### config.mk
export PLATFORM = sky130hd
export DESIGN_NAME = rtc_drift_compensator
export DESIGN_NICKNAME = d
export VERILOG_FILES = /design/src/hdl/rdc_pkg.sv /design/src/hdl/rtc_drift_compensator.sv /design/src/hdl/rdc_mul.sv /design/src/hdl/rdc_div.sv
export SDC_FILE = /design/constraint.sdc
export NUM_CORES = 2
export LEC_CHECK = 0
export BUFFER_PORTS_ARGS = -buffer_cell sky130_fd_sc_hd__buf_2
export CAP_MARGIN = 40
export CORE_UTILIZATION = 45
export DETAILED_ROUTE_END_ITERATION = 6
export GPL_TIMING_DRIVEN = 0
export PLACE_DENSITY = 0.59
export REMOVE_ABC_BUFFERS = 1
export SYNTH_ARGS = -nofsm -noshare
export SYNTH_HDL_FRONTEND = slang
export SYNTH_SLANG_ARGS = --single-unit
### constraint.sdc
create_clock -name clk -period 25.2 [get_ports clk]
set_input_delay 1.26 -clock clk [delete_from_list [all_inputs] [get_ports clk]]
set_output_delay 1.26 -clock clk [all_outputs]
set_load 0.005 [all_outputs]
### src/hdl/rdc_pkg.sv
package rdc_pkg;

  // Fixed point and time widths
  localparam int FRAC_BITS = 16;
  localparam int TIME_W    = 32;
  localparam int DRIFT_W   = 29;
  localparam int PPM_W     = 12;
  localparam int MAXERR_W  = 31;
  localparam int CFG_W     = 32;
  localparam int CFG_IDX_W = 2;

  // Shared multiplier operand width
  localparam int MUL_W = 32;

  // Divider geometry: numerator up to |x| * 1e6 << FRAC_BITS, divisor up to
  // SCALE plus the largest drift.
  localparam int NUM_W       = 68;
  localparam int DEN_W       = 36;
  localparam int SHORT_STEPS = 35;
  localparam int LONG_STEPS  = NUM_W;
  localparam int CNT_W       = $clog2(LONG_STEPS + 1);

  localparam logic [19:0]      MILLION = 20'd1000000;
  localparam logic [DEN_W-1:0] SCALE   = DEN_W'(64'd1000000 << FRAC_BITS);

  // Clamp limits in fixed point
  localparam int STEP_W = PPM_W + FRAC_BITS;
  localparam int QM_W   = SHORT_STEPS;
  localparam int QADJ_W = SHORT_STEPS + 1;

  // Configuration register indexes
  localparam logic [CFG_IDX_W-1:0] CFG_MAX_DRIFT  = 2'd0;
  localparam logic [CFG_IDX_W-1:0] CFG_MAX_STEP   = 2'd1;
  localparam logic [CFG_IDX_W-1:0] CFG_MIN_INTERV = 2'd2;
  localparam logic [CFG_IDX_W-1:0] CFG_MAX_ERROR  = 2'd3;

  typedef enum logic [1:0] {
    KIND_CORRECT = 2'd0,
    KIND_TO_RAW  = 2'd1,
    KIND_SYNC    = 2'd2,
    KIND_RESET   = 2'd3
  } kind_t;

  typedef enum logic [2:0] {
    STAT_NONE   = 3'd0,
    STAT_ACCEPT = 3'd1,
    STAT_SOON   = 3'd2,
    STAT_LARGE  = 3'd3,
    STAT_BOTH   = 3'd4
  } status_t;

  typedef enum logic [1:0] {
    OP_CORR = 2'd0,
    OP_MAP  = 2'd1,
    OP_CAL  = 2'd2
  } op_t;

  typedef struct packed {
    logic start;
    logic long_mode;
  } div_cmd_t;

endpackage

### src/hdl/rtc_drift_compensator.sv
// Channel   Dir  Handshake          Payload
// s_*       in   s_tvalid/s_tready  tuser: kind; tdata: raw_seconds, given_seconds
// m_*       out  m_tvalid/m_tready  tdata: time_result .. calib_status
// cfg_*     in   cfg_we             cfg_addr register index, cfg_wdata value
//
// One request at a time; s_tready is high only while the sequencer is idle.
// Once synced, kinds 0 to 2 use the shared divider, which retires one quotient
// bit per cycle (35 steps for a correction or a raw mapping, 68 for the drift
// update of a sync that recalibrates). Never-synced kinds 0 and 1, and kind 3,
// skip the divider.
// Reset (rst, synchronous) restores register defaults, zero drift, never
// synced. The result register lets the next request in while m_tready is low.
module rtc_drift_compensator (
  input  logic                          clk,
  input  logic                          rst,
  // slave side
  input  logic                          s_tvalid,
  output logic                          s_tready,
  input  logic [63:0]                   s_tdata,   // [31:0] raw_seconds, [63:32] given_seconds
  input  logic [1:0]                    s_tuser,   // [1:0] kind
  // master side
  output logic                          m_tvalid,
  input  logic                          m_tready,
  output logic [127:0]                  m_tdata,   // [31:0] time_result, [60:32] drift_q16,
                                                   // [92:61] last_sync_seconds,
                                                   // [124:93] sync_error_seconds,
                                                   // [127:125] calib_status
  // configuration
  input  logic                          cfg_we,
  input  logic [rdc_pkg::CFG_IDX_W-1:0] cfg_addr,
  input  logic [rdc_pkg::CFG_W-1:0]     cfg_wdata
);

  localparam int TW = rdc_pkg::TIME_W;
  localparam int DW = rdc_pkg::DRIFT_W;
  localparam int NDW = rdc_pkg::DRIFT_W + 1;

  typedef enum logic [13:0] {
    ST_IDLE      = 14'h0001,
    ST_START     = 14'h0002,
    ST_DIV_GO    = 14'h0004,
    ST_DIV_WAIT  = 14'h0008,
    ST_FIX_CORR  = 14'h0010,
    ST_CHECK     = 14'h0020,
    ST_JUDGE     = 14'h0040,
    ST_LIMIT     = 14'h0080,
    ST_FIX_MAP   = 14'h0100,
    ST_MAP2      = 14'h0200,
    ST_FIX_CAL   = 14'h0400,
    ST_CAL_ADD   = 14'h0800,
    ST_CAL_CLAMP = 14'h1000,
    ST_DONE      = 14'h2000
  } state_t;

  state_t state;

  // configuration registers
  logic [rdc_pkg::PPM_W-1:0]    max_drift;
  logic [rdc_pkg::PPM_W-1:0]    max_step;
  logic [TW-1:0]                min_interval;
  logic [rdc_pkg::MAXERR_W-1:0] max_error;

  // persistent estimate
  logic signed [DW-1:0] drift;
  logic [TW-1:0]        last;

  // request and work registers
  rdc_pkg::kind_t       kind;
  logic [TW-1:0]        raw;
  logic [TW-1:0]        given;
  logic [TW-1:0]        tc;
  logic [TW-1:0]        tres;
  logic signed [TW-1:0] err;
  logic [TW-1:0]        errm;
  logic [TW-1:0]        elapsed;
  logic                 soon;
  rdc_pkg::status_t     status;
  rdc_pkg::op_t         op;
  logic [rdc_pkg::QADJ_W-1:0] qadj;
  logic [rdc_pkg::STEP_W-1:0] mag;
  logic signed [NDW-1:0]      nd;

  // shared units
  logic                          mul_en;
  logic [rdc_pkg::MUL_W-1:0]     mul_a;
  logic [rdc_pkg::MUL_W-1:0]     mul_b;
  logic [2*rdc_pkg::MUL_W-1:0]   prod;
  rdc_pkg::div_cmd_t             div_cmd;
  logic [rdc_pkg::NUM_W-1:0]     div_num;
  logic [rdc_pkg::DEN_W-1:0]     div_den;
  logic                          div_done;
  logic [rdc_pkg::NUM_W-1:0]     quo;
  logic [rdc_pkg::DEN_W-1:0]     rem;

  // elapsed since sync for the correction, with magnitudes of its operands
  logic [TW-1:0]   e_diff;
  logic            e_neg;
  logic [TW-1:0]   e_mag;
  logic            d_neg;
  logic [DW-1:0]   d_mag;
  // target minus last sync for the raw mapping (33 bit, never wraps)
  logic [TW:0]     m_diff;
  logic            m_neg;
  logic [TW:0]     m_mag;

  logic [TW-1:0]              tc_new;
  logic                       err_big;
  logic [rdc_pkg::STEP_W-1:0] step_lim;
  logic [rdc_pkg::STEP_W-1:0] ceil_lim;
  logic signed [NDW-1:0]      ceil_s;
  logic signed [NDW-1:0]      drift_x;
  logic signed [NDW-1:0]      mag_x;
  logic [rdc_pkg::DEN_W-1:0]  drift_den;
  logic [rdc_pkg::QADJ_W-1:0] last_x;
  logic [rdc_pkg::QADJ_W-1:0] map_sum;

  assign s_tready = (state == ST_IDLE);

  assign e_diff = raw - last;
  assign e_neg  = e_diff[TW-1];
  assign e_mag  = e_neg ? (TW'(0) - e_diff) : e_diff;
  assign d_neg  = drift[DW-1];
  assign d_mag  = d_neg ? (DW'(0) - drift) : drift;
  assign m_diff = {1'b0, given} - {1'b0, last};
  assign m_neg  = m_diff[TW];
  assign m_mag  = m_neg ? ((TW+1)'(0) - m_diff) : m_diff;

  // correction is truncated toward zero, so its sign follows drift * elapsed
  assign tc_new = (e_neg != d_neg) ? (raw + quo[TW-1:0]) : (raw - quo[TW-1:0]);

  assign err_big  = errm > {1'b0, max_error};
  assign step_lim = {max_step, {rdc_pkg::FRAC_BITS{1'b0}}};
  assign ceil_lim = {max_drift, {rdc_pkg::FRAC_BITS{1'b0}}};
  assign ceil_s   = $signed({{(NDW-rdc_pkg::STEP_W){1'b0}}, ceil_lim});
  assign drift_x  = {drift[DW-1], drift};
  assign mag_x    = $signed({{(NDW-rdc_pkg::STEP_W){1'b0}}, mag});
  assign drift_den = {{(rdc_pkg::DEN_W-DW){drift[DW-1]}}, drift};
  assign last_x   = {{(rdc_pkg::QADJ_W-TW){1'b0}}, last};
  assign map_sum  = last_x + qadj;

  // multiplier operands: drift * elapsed, or a time magnitude * 1e6
  always_comb begin
    mul_en = 1'b0;
    mul_a  = '0;
    mul_b  = '0;
    case (state)
      ST_START: begin
        mul_en = 1'b1;
        if (kind == rdc_pkg::KIND_TO_RAW) begin
          mul_a = m_mag[TW-1:0];
          mul_b = rdc_pkg::MUL_W'(rdc_pkg::MILLION);
        end else begin
          mul_a = rdc_pkg::MUL_W'(d_mag);
          mul_b = e_mag;
        end
      end
      ST_LIMIT: begin
        mul_en = 1'b1;
        mul_a  = errm;
        mul_b  = rdc_pkg::MUL_W'(rdc_pkg::MILLION);
      end
      default: begin
        mul_en = 1'b0;
      end
    endcase
  end

  // divider operands; SCALE = 1e6 << FRAC_BITS is folded in as a shift
  always_comb begin
    div_cmd.start     = (state == ST_DIV_GO);
    div_cmd.long_mode = (op == rdc_pkg::OP_CAL);
    if (op == rdc_pkg::OP_CORR) begin
      div_num = rdc_pkg::NUM_W'(prod);
    end else begin
      div_num = {prod[rdc_pkg::NUM_W-rdc_pkg::FRAC_BITS-1:0], {rdc_pkg::FRAC_BITS{1'b0}}};
    end
    case (op)
      rdc_pkg::OP_CORR: div_den = rdc_pkg::SCALE;
      rdc_pkg::OP_MAP:  div_den = rdc_pkg::SCALE - drift_den;
      rdc_pkg::OP_CAL:  div_den = {{(rdc_pkg::DEN_W-TW){1'b0}}, elapsed};
      default:          div_den = rdc_pkg::SCALE;
    endcase
  end

  rdc_mul u_mul (
    .clk (clk),
    .en  (mul_en),
    .a   (mul_a),
    .b   (mul_b),
    .p   (prod)
  );

  rdc_div u_div (
    .clk  (clk),
    .rst  (rst),
    .cmd  (div_cmd),
    .num  (div_num),
    .den  (div_den),
    .done (div_done),
    .quo  (quo),
    .rem  (rem)
  );

  // configuration writes
  always_ff @(posedge clk) begin
    if (rst) begin
      max_drift    <= rdc_pkg::PPM_W'(3000);
      max_step     <= rdc_pkg::PPM_W'(100);
      min_interval <= TW'(3600);
      max_error    <= rdc_pkg::MAXERR_W'(300);
    end else if (cfg_we) begin
      case (cfg_addr)
        rdc_pkg::CFG_MAX_DRIFT:  max_drift    <= cfg_wdata[rdc_pkg::PPM_W-1:0];
        rdc_pkg::CFG_MAX_STEP:   max_step     <= cfg_wdata[rdc_pkg::PPM_W-1:0];
        rdc_pkg::CFG_MIN_INTERV: min_interval <= cfg_wdata[TW-1:0];
        rdc_pkg::CFG_MAX_ERROR:  max_error    <= cfg_wdata[rdc_pkg::MAXERR_W-1:0];
        default: ;
      endcase
    end
  end

  // sequencer
  always_ff @(posedge clk) begin
    if (rst) begin
      state    <= ST_IDLE;
      drift    <= '0;
      last     <= '0;
      m_tvalid <= 1'b0;
    end else begin
      // ST_DONE reloads the result register itself
      if (m_tvalid && m_tready && (state != ST_DONE)) begin
        m_tvalid <= 1'b0;
      end
      case (state)
        ST_IDLE: begin
          if (s_tvalid) begin
            kind   <= rdc_pkg::kind_t'(s_tuser);
            raw    <= s_tdata[TW-1:0];
            given  <= s_tdata[2*TW-1:TW];
            tres   <= '0;
            err    <= '0;
            status <= rdc_pkg::STAT_NONE;
            state  <= ST_START;
          end
        end
        ST_START: begin
          case (kind)
            rdc_pkg::KIND_CORRECT, rdc_pkg::KIND_SYNC: begin
              if (last == '0) begin
                // never synced: time passes unchanged
                tc <= raw;
                if (kind == rdc_pkg::KIND_SYNC) begin
                  state <= ST_CHECK;
                end else begin
                  tres  <= raw;
                  state <= ST_DONE;
                end
              end else begin
                op    <= rdc_pkg::OP_CORR;
                state <= ST_DIV_GO;
              end
            end
            rdc_pkg::KIND_TO_RAW: begin
              if (last == '0) begin
                tres  <= given;
                state <= ST_DONE;
              end else begin
                op    <= rdc_pkg::OP_MAP;
                state <= ST_DIV_GO;
              end
            end
            default: begin
              drift <= '0;
              last  <= '0;
              state <= ST_DONE;
            end
          endcase
        end
        ST_DIV_GO: begin
          state <= ST_DIV_WAIT;
        end
        ST_DIV_WAIT: begin
          if (div_done) begin
            case (op)
              rdc_pkg::OP_CORR: state <= ST_FIX_CORR;
              rdc_pkg::OP_MAP:  state <= ST_FIX_MAP;
              default:          state <= ST_FIX_CAL;
            endcase
          end
        end
        ST_FIX_CORR: begin
          tc <= tc_new;
          if (kind == rdc_pkg::KIND_SYNC) begin
            state <= ST_CHECK;
          end else begin
            tres  <= tc_new;
            state <= ST_DONE;
          end
        end
        ST_CHECK: begin
          err     <= $signed(tc - given);
          elapsed <= given - last;
          state   <= ST_JUDGE;
        end
        ST_JUDGE: begin
          errm  <= err[TW-1] ? (TW'(0) - err) : err;
          // zero elapsed is always too soon
          soon  <= (elapsed == '0) || (elapsed < min_interval);
          state <= ST_LIMIT;
        end
        ST_LIMIT: begin
          if (!soon && !err_big) begin
            op    <= rdc_pkg::OP_CAL;
            state <= ST_DIV_GO;
          end else begin
            if (soon && err_big) begin
              status <= rdc_pkg::STAT_BOTH;
            end else if (soon) begin
              status <= rdc_pkg::STAT_SOON;
            end else begin
              status <= rdc_pkg::STAT_LARGE;
            end
            // a rejected sync still moves the sync point
            last  <= given;
            state <= ST_DONE;
          end
        end
        ST_FIX_MAP: begin
          // negative side rounds the magnitude up, giving the floor
          if (m_neg) begin
            qadj <= {1'b0, quo[rdc_pkg::QM_W-1:0]} + rdc_pkg::QADJ_W'(rem != '0);
          end else begin
            qadj <= {1'b0, quo[rdc_pkg::QM_W-1:0]};
          end
          state <= ST_MAP2;
        end
        ST_MAP2: begin
          if (!m_neg) begin
            tres <= (map_sum[rdc_pkg::QADJ_W-1:TW] != '0) ? '1 : map_sum[TW-1:0];
          end else begin
            tres <= (qadj > last_x) ? '0 : (last - qadj[TW-1:0]);
          end
          state <= ST_DONE;
        end
        ST_FIX_CAL: begin
          if ((quo[rdc_pkg::NUM_W-1:rdc_pkg::STEP_W] != '0)
              || (quo[rdc_pkg::STEP_W-1:0] > step_lim)) begin
            mag <= step_lim;
          end else begin
            mag <= quo[rdc_pkg::STEP_W-1:0];
          end
          state <= ST_CAL_ADD;
        end
        ST_CAL_ADD: begin
          nd    <= err[TW-1] ? (drift_x - mag_x) : (drift_x + mag_x);
          state <= ST_CAL_CLAMP;
        end
        ST_CAL_CLAMP: begin
          if (nd > ceil_s) begin
            drift <= ceil_s[DW-1:0];
          end else if (nd < (NDW'(0) - ceil_s)) begin
            drift <= DW'(0) - ceil_s[DW-1:0];
          end else begin
            drift <= nd[DW-1:0];
          end
          last   <= given;
          status <= rdc_pkg::STAT_ACCEPT;
          state  <= ST_DONE;
        end
        ST_DONE: begin
          if (!m_tvalid || m_tready) begin
            m_tdata  <= {status, err, last, drift, tres};
            m_tvalid <= 1'b1;
            state    <= ST_IDLE;
          end
        end
        default: begin
          state <= ST_IDLE;
        end
      endcase
    end
  end

endmodule

### src/hdl/rdc_mul.sv
module rdc_mul (
  input  logic                        clk,
  input  logic                        en,
  input  logic [rdc_pkg::MUL_W-1:0]   a,
  input  logic [rdc_pkg::MUL_W-1:0]   b,
  output logic [2*rdc_pkg::MUL_W-1:0] p
);

  // registered product, valid the cycle after en
  always_ff @(posedge clk) begin
    if (en) begin
      p <= a * b;
    end
  end

endmodule

### src/hdl/rdc_div.sv
module rdc_div (
  input  logic                      clk,
  input  logic                      rst,
  input  rdc_pkg::div_cmd_t         cmd,
  input  logic [rdc_pkg::NUM_W-1:0] num,
  input  logic [rdc_pkg::DEN_W-1:0] den,
  output logic                      done,
  output logic [rdc_pkg::NUM_W-1:0] quo,
  output logic [rdc_pkg::DEN_W-1:0] rem
);

  logic [rdc_pkg::DEN_W-1:0] den_q;
  logic [rdc_pkg::NUM_W-1:0] shreg;
  logic [rdc_pkg::CNT_W-1:0] cnt;
  logic                      busy;
  logic [rdc_pkg::DEN_W:0]   trial;
  logic [rdc_pkg::DEN_W:0]   trial_sub;
  logic                      fits;

  // restoring division, one quotient bit per cycle
  assign trial     = {rem, shreg[rdc_pkg::NUM_W-1]};
  assign trial_sub = trial - {1'b0, den_q};
  assign fits      = trial >= {1'b0, den_q};

  always_ff @(posedge clk) begin
    if (rst) begin
      busy <= 1'b0;
      done <= 1'b0;
      cnt  <= '0;
    end else begin
      // pulse with the last quotient bit
      done <= !cmd.start && busy && (cnt == rdc_pkg::CNT_W'(1));
      if (cmd.start) begin
        busy  <= 1'b1;
        den_q <= den;
        quo   <= '0;
        if (cmd.long_mode) begin
          rem   <= '0;
          shreg <= num;
          cnt   <= rdc_pkg::CNT_W'(rdc_pkg::LONG_STEPS);
        end else begin
          // top bits are known to stay below the divisor: preload them
          rem   <= rdc_pkg::DEN_W'(num[rdc_pkg::NUM_W-1:rdc_pkg::SHORT_STEPS]);
          shreg <= {num[rdc_pkg::SHORT_STEPS-1:0],
                    {(rdc_pkg::NUM_W-rdc_pkg::SHORT_STEPS){1'b0}}};
          cnt   <= rdc_pkg::CNT_W'(rdc_pkg::SHORT_STEPS);
        end
      end else if (busy) begin
        rem   <= fits ? trial_sub[rdc_pkg::DEN_W-1:0] : trial[rdc_pkg::DEN_W-1:0];
        quo   <= {quo[rdc_pkg::NUM_W-2:0], fits};
        shreg <= {shreg[rdc_pkg::NUM_W-2:0], 1'b0};
        cnt   <= cnt - 1'b1;
        if (cnt == rdc_pkg::CNT_W'(1)) begin
          busy <= 1'b0;
        end
      end
    end
  end

endmodule
==> results by stage <==
Setup path:
- Data arrives at the worst endpoint at 14.46 ns.
- STA classifies the critical path endpoint as a flop.
- For this design, the slowest cell found on the critical path is o21a_1.
- The data required time of the critical path is 25.74 ns.
- The total number of cells along the worst setup path is 41.
- The nature of the critical path startpoint is a flop.
- The setup path with the least slack is of type reg -> reg.
- The terminus of the critical flop-to-flop path is u_mul.p[59].
- The number of buffers and inverters on the critical path is 7.
- The cell class contributing the biggest share of worst-path delay is compound AO/OA/AOI/OAI gates.
- The critical path ends at u_mul.p[59].
- In this run the worst setup path begins at last[1].
- The longest individual stage delay on the worst path is 0.87 ns.
- The setup check on the worst reg-to-reg path leaves a slack of 11.28 ns.
- The number of cells traversed by the worst register-to-register path is 41.
- Among the stages of the critical path, the cell type that occurs most often is fa_1.
- The startpoint of the worst-slack reg-to-reg timing path is last[1].
- In this run the worst path has a maximum fanout of 26.

Global route:
- Global routing used 31.8% of the available tracks across all layers.
- The first global-routing pass estimated 477000 um of wire.
- Global routing finished with a remaining overflow of 0.
- The via count of the first global-routing pass is 73404.
- Entering global routing, the biggest net connects 91 pins.
- The number of antenna violations at the first check in global routing is 8.

Clock tree:
- The total number of clock tree sinks is 895.
- The later pin in the worst-skew pair is clocked with a latency of 0.79 ns.
- Post-CTS timing repair inserted 0 buffers for setup.
- No sink is reached through more buffers than the 3 on the longest clock path.
- The CTS tree is done.
- The number of cells upsized or downsized after cts is 0.
- The number of buffers added by the clock tree synthesis step is 102.
- Buffers inserted to repair hold after CTS numbered 0.
- Clock tree synthesis selected as its root buffer the cell clkbuf_16.
- After clock tree synthesis, the clock-pin slew on the worst setup and hold paths is 0.06 ns.
- The number of H-tree levels is 3.

Route:
- For this run, the detailed router's first-pass iteration total came to 6.
- The wire length after detailed routing is 323000 um.
- The average routed wire per standard cell is 25.7 um.
- After the first detailed-routing iteration, the DRC count stood at 6861.
- Using the TritonRoute via totals, the vias-per-cell ratio works out to 5.80.
- The count of nets left with antenna violations once routing finished came out at 0.
- Across all layers, the routed design uses 72957 vias.
- The DRC violation count after routing is 0.

Pwr:
- In this run the power spent charging and discharging nets is 1.15 mW.
- The design internal power is 2.82 mW.
- The worst-case IR drop observed on VDD is 54.2 uV.
- The power consumption is 3.97 mW.
- In this run, the clock network consumes 40.8% of the power.
- Net switching is 29.0% of the power.
- The analysis attributes to cell leakage a power of 42.7 nW.
- The sequential fraction of design power is 41.7%.
- Dividing total power by cell area gives a power density of 39.5 nW/um^2.
- Combinational logic burns 17.5% of the power.

Logic synthesis:
- Among all cell types in the netlist, the one instantiated most often is inv_1.
- The synthesized design contains 895 register bits.
- The synthesized design spends more area on one cell type than any other, namely edfxtp_1.
- Counting flops with a built-in enable in the synthesized netlist gives 723.
- The synthesized area is 89700 um^2.
- The commonest cells after synthesis are inv_1, nand2_1, fa_1, edfxtp_1, nor2_1.
- In the post-synthesis netlist, the biggest area contributors are edfxtp_1, fa_1, ha_1.
- The post-synthesis cell type count is 115.
- The share of flip-flops with an asynchronous set or reset after synthesis is 0%.
- The gate count of the mapped netlist is 9682.
- During synthesis, Yosys emitted a total of 0 warnings.
- Each instance of the synthesized netlist takes up on average 9.27 um^2.
- Among all flip-flop cells after synthesis, the most frequent one is edfxtp_1.
- Of the synthesized area, sequential elements account for 28.0%.
- The synthesized design devotes to its leading area cell type 24.2% of total area.

STA:
- Setup repair after global routing left no endpoint under its margin.
- The final setup skew is 0.0558 ns.
- For the pin with the worst max-slew slack, the measured transition is 0.986 ns.
- The final critical path takes up 55.2% of the cycle.
- Setup violations remaining at the end of the flow were counted as 0.
- The total count of max-transition violations in the final report is 0.
- After layout, the minimum clock period comes to 13.92 ns.
- The total count of hold-check failures in the final report is 0.
- Based on the critical path, the design can be clocked at up to 0.0719 GHz.
- The final setup TNS is 0 ns.
- The headroom to the max-slew limit is 34.1%.

Place:
- The final weighted congestion in routability-driven placement is 1.00.
- The number of port buffers is 234.
- Summed over all nets, the half-perimeter wirelength after detailed placement is 266000 um.
- The number of placed instances, taps included, is 12374.

Die:
- In this run the count of I/O pins placed on the die edge is 235.
- The core region is 198000 um^2.
- The vertical die dimension is 449 um.
- The die covers 201000 um^2.
- From left edge to right edge, the die measures 449 um.
- The initial core utilization is 45.4%.
- The number of placement rows is 163.

Run:
- The count of maximum capacitance violations is 0.

Final layout:
- The count of cells in the finished layout, fillers not included, comes to 12571.
- The layout filler cell count is 18163.
- The multi-input logic area is 58200 um^2.
- The flip-flop and latch area is 25200 um^2.
- Relative to the synthesized area, the layout overhead comes to 11.9%.
- The net total in the final layout is 11513.
- In the final layout, the share of cells above drive strength 1 is 8.75%.

Run status:
- The flow ran to the end, and the final reports show no timing, DRC or antenna violations.

Hold path:
- The worst hold path class is reg -> reg.
- Counting instances, the worst hold path has a depth of 0.
-- worst min-delay path by stage --
stage / from / slack (ns) / end
2_1_floorplan: tres[0] / 0.40 / m_tdata[0]
3_3_place_gp: tres[28] / 0.41 / m_tdata[28]
3_5_place_dp: tres[20] / 0.40 / m_tdata[20]
4_1_cts: tres[8] / 0.42 / m_tdata[8]
5_1_grt: tres[3] / 0.42 / m_tdata[3]
6_report: tres[8] / 0.42 / m_tdata[8]
-- cells in the final DEF, fill, tap and decap left out, types with 188 or more instances in the layout --
master / n
edfxtp_1: 723
buf_2: 239
nor2_1: 682
inv_1: 1391
o21ai_0: 307
fa_1: 904
a21oi_1: 515
nor3_1: 188
nand3_1: 194
nand2_1: 1181
ha_1: 662
xnor2_1: 321
-- registers in the layout, indices dropped and copies added, names as in the netlist, 7 cells and up --
signal / cells
max_drift: 12
tres: 32
m_tdata: 128
nd: 30
raw: 32
given: 32
u_mul.p: 64
state: 14
u_div.shreg: 68
u_div.quo: 68
max_step: 12
err: 32
errm: 32
max_error: 31
qadj: 36
last: 32
tc: 32
min_interval: 32
drift: 29
u_div.rem: 36
mag: 28
elapsed: 32
u_div.cnt: 7
u_div.den_q: 33
-- power groups by stage --
stage	Combinational, mW	Clock, mW	Sequential (mW)
3_3_place_gp	0.638	0	1.69
4_1_cts	0.682	1.64	1.65
3_5_place_dp	0.677	0	1.69
6_report	0.695	1.62	1.65
5_1_grt	0.753	1.69	1.65
2_1_floorplan	0.430	0	1.67
-- layout make-up --
type                       count  area share, %
clock inverter                62          0.779
clock buffer                 129           2.85
inverter                    1394           5.21
antenna                        4        0.00997
tap                         2640           3.29
multi-input combinational   6979           58.0
sequential                   895           25.0
timing repair buffer         468           4.82
-- routing by layer --
metal | global-route usage (%) | part of all wire, % | vias to the layer above
li1 | - | - | 32765
met1 | 40.7 | 40 | 36523
met3 | 5.53 | 7.4 | 693
met5 | 0 | 0.0084 | -
met4 | 17.8 | 6.8 | 4
met2 | 50.9 | 46 | 2972
-- stage by stage --
| stage | hold slack, ns | util [%] | instance area (um^2) | worst slack (ns) |
|---|---|---|---|---|
| 6_report | 0.418 | 50.8 | 100000 | 11.28 |
| 2_1_floorplan | 0.400 | - | 88000 | 7.02 |
| 3_3_place_gp | 0.406 | 46.8 | 92400 | -5.56 |
| 3_5_place_dp | 0.405 | 49.0 | 96800 | 11.50 |
| 5_1_grt | 0.425 | 50.8 | 100000 | 10.73 |
| 4_1_cts | 0.419 | 50.8 | 100000 | 11.44 |
-- cell families (layout without fill, tap and decap cells) --
kind of cell / Yosys count / count (layout) / synth area share, %
AND/OR/NAND/NOR: 2974 / 2974 / 15.3
buffers and inverters: 1881 / 2053 / 8.12
AO/OA/AOI/OAI: 1771 / 1771 / 13.0
adder cells (fa/ha/maj): 1568 / 1568 / 29.4
flip-flops: 895 / 895 / 28.0
XOR/XNOR: 464 / 464 / 4.56
multiplexers: 127 / 127 / 1.55
other: 2 / 79 / 0.00837
(Power assumes the default switching activity.)
